$ cat config.mk
export PLATFORM = sky130hd
export DESIGN_NAME = postfix_expression_evaluator
export DESIGN_NICKNAME = d
export VERILOG_FILES = /design/src/hw/rtl/pee_pkg.sv /design/src/hw/rtl/pee_stack.sv /design/src/hw/rtl/pee_div.sv /design/src/hw/rtl/postfix_expression_evaluator.sv
export SDC_FILE = /design/constraint.sdc
export NUM_CORES = 2
export LEC_CHECK = 0
export BUFFER_PORTS_ARGS = -buffer_cell sky130_fd_sc_hd__buf_2
export CORE_UTILIZATION = 30
export DETAILED_ROUTE_END_ITERATION = 6
export MAX_ROUTING_LAYER = met4
export SLEW_MARGIN = 20
export SYNTH_ARGS = -nofsm -noshare
export SYNTH_HDL_FRONTEND = slang
export SYNTH_SLANG_ARGS = --single-unit
$ cat constraint.sdc
create_clock -name clk -period 7.9 [get_ports clk]
set_input_delay 0.395 -clock clk [delete_from_list [all_inputs] [get_ports clk]]
set_output_delay 0.395 -clock clk [all_outputs]
set_load 0.01 [all_outputs]
$ cat src/hw/rtl/pee_pkg.sv
// Shared constants and types for the postfix expression evaluator.
package pee_pkg;

  localparam int STACK_DEPTH_DEF = 16;
  localparam int WORD_W = 32;

  localparam logic [7:0] SYM_ADD  = 8'h2B;
  localparam logic [7:0] SYM_SUB  = 8'h2D;
  localparam logic [7:0] SYM_MUL  = 8'h2A;
  localparam logic [7:0] SYM_DIV  = 8'h2F;
  localparam logic [7:0] SYM_ZERO = 8'h30;

  typedef enum logic [2:0] {
    ST_OK        = 3'd0,
    ST_UNDERFLOW = 3'd1,
    ST_OVERFLOW  = 3'd2,
    ST_DIVZERO   = 3'd3,
    ST_EMPTY     = 3'd4
  } status_t;

  typedef enum logic [2:0] {
    S_IDLE,
    S_SYM,
    S_RD_B,
    S_CALC,
    S_DIV,
    S_WB,
    S_FINISH,
    S_REPORT
  } state_t;

endpackage

$ cat src/hw/rtl/pee_stack.sv
// Operand stack memory: one write port, one read port with registered data.
module pee_stack import pee_pkg::*; #(
  parameter int STACK_DEPTH = STACK_DEPTH_DEF,
  parameter int AW = $clog2(STACK_DEPTH)
) (
  input  logic              clk,
  input  logic              wr_en,
  input  logic [AW-1:0]     wr_addr,
  input  logic [WORD_W-1:0] wr_data,
  input  logic              rd_en,
  input  logic [AW-1:0]     rd_addr,
  output logic [WORD_W-1:0] rd_data
);

  logic [WORD_W-1:0] mem [STACK_DEPTH];

  always_ff @(posedge clk) begin
    if (wr_en) begin
      mem[wr_addr] <= wr_data;
    end
  end

  always_ff @(posedge clk) begin
    if (rd_en) begin
      rd_data <= mem[rd_addr];
    end
  end

endmodule

$ cat src/hw/rtl/pee_div.sv
// Iterative signed divider, one quotient bit per cycle, truncating toward zero.
module pee_div import pee_pkg::*; (
  input  logic              clk,
  input  logic              rst,
  input  logic              start,
  input  logic [WORD_W-1:0] dividend,
  input  logic [WORD_W-1:0] divisor,
  output logic              done,
  output logic [WORD_W-1:0] quotient
);

  localparam int CNT_W = $clog2(WORD_W);

  logic              running;
  logic              fix;
  logic [CNT_W-1:0]  cnt;
  logic              neg;
  logic [WORD_W-1:0] dvd;
  logic [WORD_W-1:0] dsr;
  logic [WORD_W-1:0] rem;
  logic [WORD_W:0]   shifted;
  logic [WORD_W:0]   diff;
  logic              ge;

  assign shifted = {rem, dvd[WORD_W-1]};
  assign ge      = shifted >= {1'b0, dsr};
  assign diff    = shifted - {1'b0, dsr};

  always_ff @(posedge clk) begin
    if (rst) begin
      running <= 1'b0;
      fix     <= 1'b0;
      done    <= 1'b0;
      cnt     <= '0;
    end else begin
      done <= 1'b0;
      fix  <= 1'b0;
      if (start) begin
        running <= 1'b1;
        cnt     <= '0;
      end else if (running) begin
        cnt <= cnt + CNT_W'(1);
        if (cnt == CNT_W'(WORD_W - 1)) begin
          running <= 1'b0;
          fix     <= 1'b1;
        end
      end
      if (fix) begin
        done <= 1'b1;
      end
    end
  end

  always_ff @(posedge clk) begin
    if (start) begin
      neg <= dividend[WORD_W-1] ^ divisor[WORD_W-1];
      dvd <= dividend[WORD_W-1] ? (WORD_W'(0) - dividend) : dividend;
      dsr <= divisor[WORD_W-1] ? (WORD_W'(0) - divisor) : divisor;
      rem <= '0;
    end else if (running) begin
      rem <= ge ? diff[WORD_W-1:0] : shifted[WORD_W-1:0];
      dvd <= {dvd[WORD_W-2:0], ge};
    end
    if (fix) begin
      quotient <= neg ? (WORD_W'(0) - dvd) : dvd;
    end
  end

endmodule

$ cat src/hw/rtl/postfix_expression_evaluator.sv
// Top level of the postfix expression evaluator: control sequencer and datapath.
//
// Usage:
//   Input: drive symbol and is_final and raise start; the beat is taken on a
//   rising edge with start high and busy low. busy stays high while the byte
//   is worked on. Operand bytes push (symbol - 48); + - * / pop a, then b, and
//   push b op a with 32-bit wrapping arithmetic, division truncating to zero.
//   Output: on the last byte of an expression (is_final high) one result beat
//   appears on value and status with result_valid high for exactly one cycle.
//   There is no stall on the result side; the beat is gone after that cycle.
//   Status: 0 ok, 1 underflow, 2 overflow, 3 divide by zero, 4 empty stack;
//   value is zero unless status is ok. After the report the stack is emptied.
//   Per byte: an operand push passes through S_SYM and S_FINISH; + - * also
//   read both operands (S_RD_B, S_CALC) and write back (S_WB); / waits in
//   S_DIV for the divider loop with its setup and fix-up, the longest path.
//   A final byte that reports a stack value adds the top-of-stack read in
//   S_REPORT; result_valid rises in the same cycle that busy falls. The stack
//   sits in a single-port-read memory; each operand read is registered. Reset
//   empties the stack and clears the error; stack contents need no clearing.
module postfix_expression_evaluator import pee_pkg::*; #(
  parameter int STACK_DEPTH = STACK_DEPTH_DEF
) (
  input  logic                     clk,
  input  logic                     rst,
  input  logic                     start,
  output logic                     busy,
  input  logic [7:0]               symbol,
  input  logic                     is_final,
  output logic                     result_valid,
  output logic signed [WORD_W-1:0] value,
  output logic [2:0]               status
);

  localparam int AW = (STACK_DEPTH > 1) ? $clog2(STACK_DEPTH) : 1;
  localparam int CW = $clog2(STACK_DEPTH + 1);

  state_t            state, state_next;
  logic [CW-1:0]     count, count_next;
  status_t           err, err_next;
  logic [7:0]        sym;
  logic              fin;
  logic [WORD_W-1:0] opa, opa_next;
  logic [WORD_W-1:0] res, res_next;

  logic [CW-1:0]     cnt_m1;
  logic [CW-1:0]     cnt_m2;
  logic              is_op;

  logic              wr_en;
  logic [AW-1:0]     wr_addr;
  logic [WORD_W-1:0] wr_data;
  logic              rd_en;
  logic [AW-1:0]     rd_addr;
  logic [WORD_W-1:0] rd_data;

  logic              div_start;
  logic              div_done;
  logic [WORD_W-1:0] div_q;

  logic              out_fire;
  logic [WORD_W-1:0] out_value;
  status_t           out_status;

  assign busy   = state != S_IDLE;
  assign cnt_m1 = count - CW'(1);
  assign cnt_m2 = count - CW'(2);
  assign is_op  = sym inside {SYM_ADD, SYM_SUB, SYM_MUL, SYM_DIV};

  pee_stack #(
    .STACK_DEPTH(STACK_DEPTH),
    .AW         (AW)
  ) u_stack (
    .clk    (clk),
    .wr_en  (wr_en),
    .wr_addr(wr_addr),
    .wr_data(wr_data),
    .rd_en  (rd_en),
    .rd_addr(rd_addr),
    .rd_data(rd_data)
  );

  pee_div u_div (
    .clk     (clk),
    .rst     (rst),
    .start   (div_start),
    .dividend(rd_data),
    .divisor (opa),
    .done    (div_done),
    .quotient(div_q)
  );

  always_comb begin
    state_next = state;
    count_next = count;
    err_next   = err;
    opa_next   = opa;
    res_next   = res;
    wr_en      = 1'b0;
    wr_addr    = count[AW-1:0];
    wr_data    = {24'd0, sym} - {24'd0, SYM_ZERO};
    rd_en      = 1'b0;
    rd_addr    = cnt_m1[AW-1:0];
    div_start  = 1'b0;
    out_fire   = 1'b0;
    out_value  = '0;
    out_status = ST_OK;
    case (state)
      S_IDLE: begin
        if (start) begin
          state_next = S_SYM;
        end
      end
      S_SYM: begin
        state_next = S_FINISH;
        if (err == ST_OK) begin
          if (is_op) begin
            if (count < CW'(2)) begin
              err_next = ST_UNDERFLOW;
            end else begin
              rd_en      = 1'b1;
              state_next = S_RD_B;
            end
          end else if (count >= CW'(STACK_DEPTH)) begin
            err_next = ST_OVERFLOW;
          end else begin
            wr_en      = 1'b1;
            count_next = count + CW'(1);
          end
        end
      end
      S_RD_B: begin
        opa_next   = rd_data;
        rd_en      = 1'b1;
        rd_addr    = cnt_m2[AW-1:0];
        state_next = S_CALC;
      end
      S_CALC: begin
        case (sym)
          SYM_ADD: begin
            res_next   = rd_data + opa;
            state_next = S_WB;
          end
          SYM_SUB: begin
            res_next   = rd_data - opa;
            state_next = S_WB;
          end
          SYM_MUL: begin
            res_next   = WORD_W'(rd_data * opa);
            state_next = S_WB;
          end
          default: begin
            if (opa == '0) begin
              err_next   = ST_DIVZERO;
              state_next = S_FINISH;
            end else begin
              div_start  = 1'b1;
              state_next = S_DIV;
            end
          end
        endcase
      end
      S_DIV: begin
        if (div_done) begin
          res_next   = div_q;
          state_next = S_WB;
        end
      end
      S_WB: begin
        wr_en      = 1'b1;
        wr_addr    = cnt_m2[AW-1:0];
        wr_data    = res;
        count_next = cnt_m1;
        state_next = S_FINISH;
      end
      S_FINISH: begin
        state_next = S_IDLE;
        if (fin) begin
          if (err != ST_OK) begin
            out_fire   = 1'b1;
            out_status = err;
            count_next = '0;
            err_next   = ST_OK;
          end else if (count == '0) begin
            out_fire   = 1'b1;
            out_status = ST_EMPTY;
          end else begin
            rd_en      = 1'b1;
            state_next = S_REPORT;
          end
        end
      end
      S_REPORT: begin
        out_fire   = 1'b1;
        out_value  = rd_data;
        count_next = '0;
        state_next = S_IDLE;
      end
      default: begin
        state_next = S_IDLE;
      end
    endcase
  end

  always_ff @(posedge clk) begin
    if (rst) begin
      state        <= S_IDLE;
      count        <= '0;
      err          <= ST_OK;
      result_valid <= 1'b0;
    end else begin
      state        <= state_next;
      count        <= count_next;
      err          <= err_next;
      result_valid <= out_fire;
    end
  end

  always_ff @(posedge clk) begin
    opa <= opa_next;
    res <= res_next;
    if (start && !busy) begin
      sym <= symbol;
      fin <= is_final;
    end
    if (out_fire) begin
      value  <= out_value;
      status <= out_status;
    end
  end

`ifndef ASSERT_OFF
  a_single_beat: assert property (@(posedge clk) disable iff (rst)
    result_valid |=> !result_valid)
    else $error("result beat longer than one cycle");

  a_count_bound: assert property (@(posedge clk) disable iff (rst)
    count <= CW'(STACK_DEPTH))
    else $error("stack count beyond depth");

  a_zero_on_error: assert property (@(posedge clk) disable iff (rst)
    result_valid && status != ST_OK |-> value == '0)
    else $error("nonzero value with error status");

  a_cleared_after_report: assert property (@(posedge clk) disable iff (rst)
    result_valid |-> count == '0 && err == ST_OK)
    else $error("stack not cleared after report");

  a_div_only_when_waiting: assert property (@(posedge clk) disable iff (rst)
    div_done |-> state == S_DIV)
    else $error("divider finished outside its wait state");
`endif

endmodule

==> metrics.csv <==
metric,value,unit
outcome,"finished, final reports clean",
DIE HEIGHT,418.6,um
via/cell ratio,4.947,
"top cells by area, synth","edfxtp_1 43%, fa_1 16%, mux4_2 5.5%, ha_1 4.8%, and2_1 4.2%",
via count,33192,
Max Clock Skew,0.01859,ns
Reg2Reg Setup Slack,0.33,ns
CTS max path bufs,3,
Critical Path Fanout Max,13,
CTS tree,built,
LEAKAGE,23.21,nW
Synth Cell Area,52070,um2
worst r2r src,opa[3],
"Hold Violations, Final",0,
"area leader, netlist",edfxtp_1,
Synth Flop Type,edfxtp_1,
Post-Route WL,142600,um
FP Rows,152,
HP Class,input pin to register,
initial antenna violation count,5,
Finish-stage setup viols,0,
grt ovf,0,
hold depth,2,
Synth Register Bits,800,
unrepaired setup endpoints after global routing,false,
Mean Syn Cell Area,12.19,um2
Final Instance Area,58670,um2
Post-Synth Simple-Gate Area,0.1080,
reg2reg end,res[29],
Post-Synth Adder-Cell Area,0.2057,
Synth Instances,4273,
Max-slew headroom,0.2986,
Residual DRC,0,
first-pass GRT wire length,216400,um
fin. max-slew vios,0,
Setup Crit Path Kind,register to register,
Top Ports,49,
clock-pin slew on the worst setup and hold paths,0.06,ns
Slew @ Worst Pin,1.052,ns
area of the core,171900,um2
Detailed Place HPWL,98120,um
count of cell types in the netlist,77,
Synth-to-Final Area Change,12.67,%
"commonest non-fill, non-tap cell in the layout",edfxtp_1,
area share of the largest cell type after synthesis,0.4319,
total clock sinks,800,
share of cells above drive strength 1,0.1170,
Antenna Nets Post-Route,0,
DR pass1 iterations,5,
YS warnings,0,
fmax,0.1321,GHz
# H-tree levels,3,
final weighted congestion in routability-driven placement,0.9414,
FF-to-FF path depth,23,
Hold Path End,err[0],
CP startpoint kind,register,
TritonCTS buffer count,86,
Starting DRT DRC Count,3005,
Buffers on Ports,48,
critical path arrival,8.02,ns
hold slack,0.06013,ns
placed cell area,55600,um2
Compound-Gate Fraction of Synth Area,0.07298,
GRT Resource Usage Total,0.1690,
MaxCap Viol Count,0,
fin crit period,7.568,ns
Initial Utilization,0.3029,
pwr/cell area,289.9,nW/um2
Fin Setup TNS,0,ns
wire per inst,21.25,um
mux contribution to synthesized area,0.06695,
final worst path period share,0.9580,
syn nets,4895,
CTS root buf,clkbuf_16,
die width,418.6,um
Synth async-reset ratio,0,
VDD IR-drop max,0.0003785,V
Worst Hold Launch,rst,
number of enable flip-flop cells after synthesis,749,
Worst Setup SP,opa[3],
Die ar.,175200,um2
clk_lat worst skew,0.70,ns
sequential share of the synthesized area,0.4516,
XOR/XNOR Fraction of Synth Area,0.04356,
"commonest cells after routing, fill and taps aside","749 x edfxtp_1, 464 x inv_1, 410 x fa_1",
largest family of logic cells by synthesized area,adder cells,
Layout Nets,4944,
largest net degree at the start of global routing,129,
"Core Util, Final",0.3412,
Worst Setup End Kind,register,
CP Data Required Time,8.35,ns
vias in the first global route,33968,
==> worst max-delay path, stage by stage (launching register included) <==
cell and delay [ns]:
edfxtp_1 0.53, buf_4 0.21, buf_4 0.17, and2_1 0.18
fa_1 0.51, inv_1 0.05, fa_1 0.49, fa_1 0.43
fa_1 0.54, inv_1 0.06, fa_1 0.48, fa_1 0.58
fa_1 0.44, fa_1 0.46, ha_1 0.38, nand4_1 0.14
or2_2 0.32, o211ai_1 0.39, nand4b_1 0.15, a21oi_1 0.23
xnor2_1 0.17, o21ai_0 0.10, a21oi_1 0.20, nor2_1 0.08
==> layout make-up <==
| type | count | area (um2) |
|---|---|---|
| Timing Repair Buffer | 205 | 1485 |
| Fill cell | 16954 | 113300 |
| Sequential cell | 800 | 23510 |
| Inverter | 465 | 1745 |
| Tap cell | 2310 | 2890 |
| Clock inverter | 53 | 646.9 |
| Multi-Input combinational cell | 2764 | 26120 |
| Clock buffer | 107 | 2252 |
| Antenna cell | 6 | 15.01 |
==> per-layer routing <==
metal,track usage,share of wire,routed length [um],vias to the layer above
li1,-,-,-,14783
met4,0.04284,0.022,3185,0
met1,0.2216,0.43,61500,17170
met5,-,0,0,-
met2,0.2770,0.49,69200,1045
met3,0.02055,0.061,8713,194
==> report_power, final <==
part | leakage [nW] | internal (mW) | switching (mW)
Clock | 1.38 | 2.36 | 1.80
Combinational | 14.5 | 3.38 | 4.51
Sequential | 7.30 | 4.85 | 0.111
Total | 23.2 | 10.6 | 6.42
==> logic make-up after synthesis <==
| group | count (synthesis) |
|---|---|
| XOR/XNOR | 259 |
| flip-flops | 800 |
| AO/OA/AOI/OAI | 600 |
| multiplexers | 188 |
| AND/OR/NAND/NOR | 1107 |
| buffers and inverters | 709 |
| adder cells (fa/ha/maj) | 610 |
==> what timing repair did <==
action,in CTS,in global routing
hold endpoints to repair,10,0
gates resized for setup,0,3
hold buffers,10,0
buffers inserted,0,4
endpoints found under the setup margin,0,9
==> per-stage QoR <==
| stage | worst slack [ns] | power [mW] | std cells |
|---|---|---|---|
| after floorplan | 0.8418 | 10.64 | 4273 |
| after global placement | 0.3115 | 12.75 | 6530 |
| after detailed placement | 0.2683 | 12.74 | 6530 |
| after CTS | 0.2153 | 17.02 | 6700 |
| after global routing | 0.002880 | 18.08 | 6706 |
| final | 0.3316 | 17.01 | 6710 |
==> synth_stat cells (all sizes together) (3+ instances only) <==
master / number
a2111oi: 3
a211o: 7
a211oi: 49
a21boi: 5
a21o: 79
a21oi: 167
a22o: 5
a311oi: 3
a31o: 3
a31oi: 17
and2: 348
and3: 12
buf: 37
clkbuf: 207
dfxtp: 51
edfxtp: 749
fa: 410
ha: 200
inv: 465
mux2i: 58
mux4: 128
nand2: 392
nand2b: 25
nand3: 23
nand4: 6
nor2: 138
nor2b: 50
nor3: 27
nor3b: 3
nor4: 7
o211ai: 5
o21a: 24
o21ai: 146
o21bai: 6
o22ai: 4
o31a: 4
o31ai: 36
o41ai: 10
or2: 14
or3: 27
or4: 24
xnor2: 153
xor2: 106
==> state kept, by name (all words and copies together), names as in the netlist, 2 cells and up <==
register	count
count	5
err	2
opa	32
res	32
state	3
status	3
sym	8
u_div.cnt	5
u_div.dsr	32
u_div.dvd	32
u_div.quotient	32
u_div.rem	32
u_stack.mem	512
u_stack.rd_data	32
value	32
==> worst max path at each step <==
stage                         end  cells past startpoint
after floorplan           res[27]                     26
after global placement    res[24]                     25
after detailed placement  res[27]                     25
after CTS                 res[27]                     25
after global routing      res[30]                     24
final                     res[29]                     23
(Power assumes the default switching activity.)
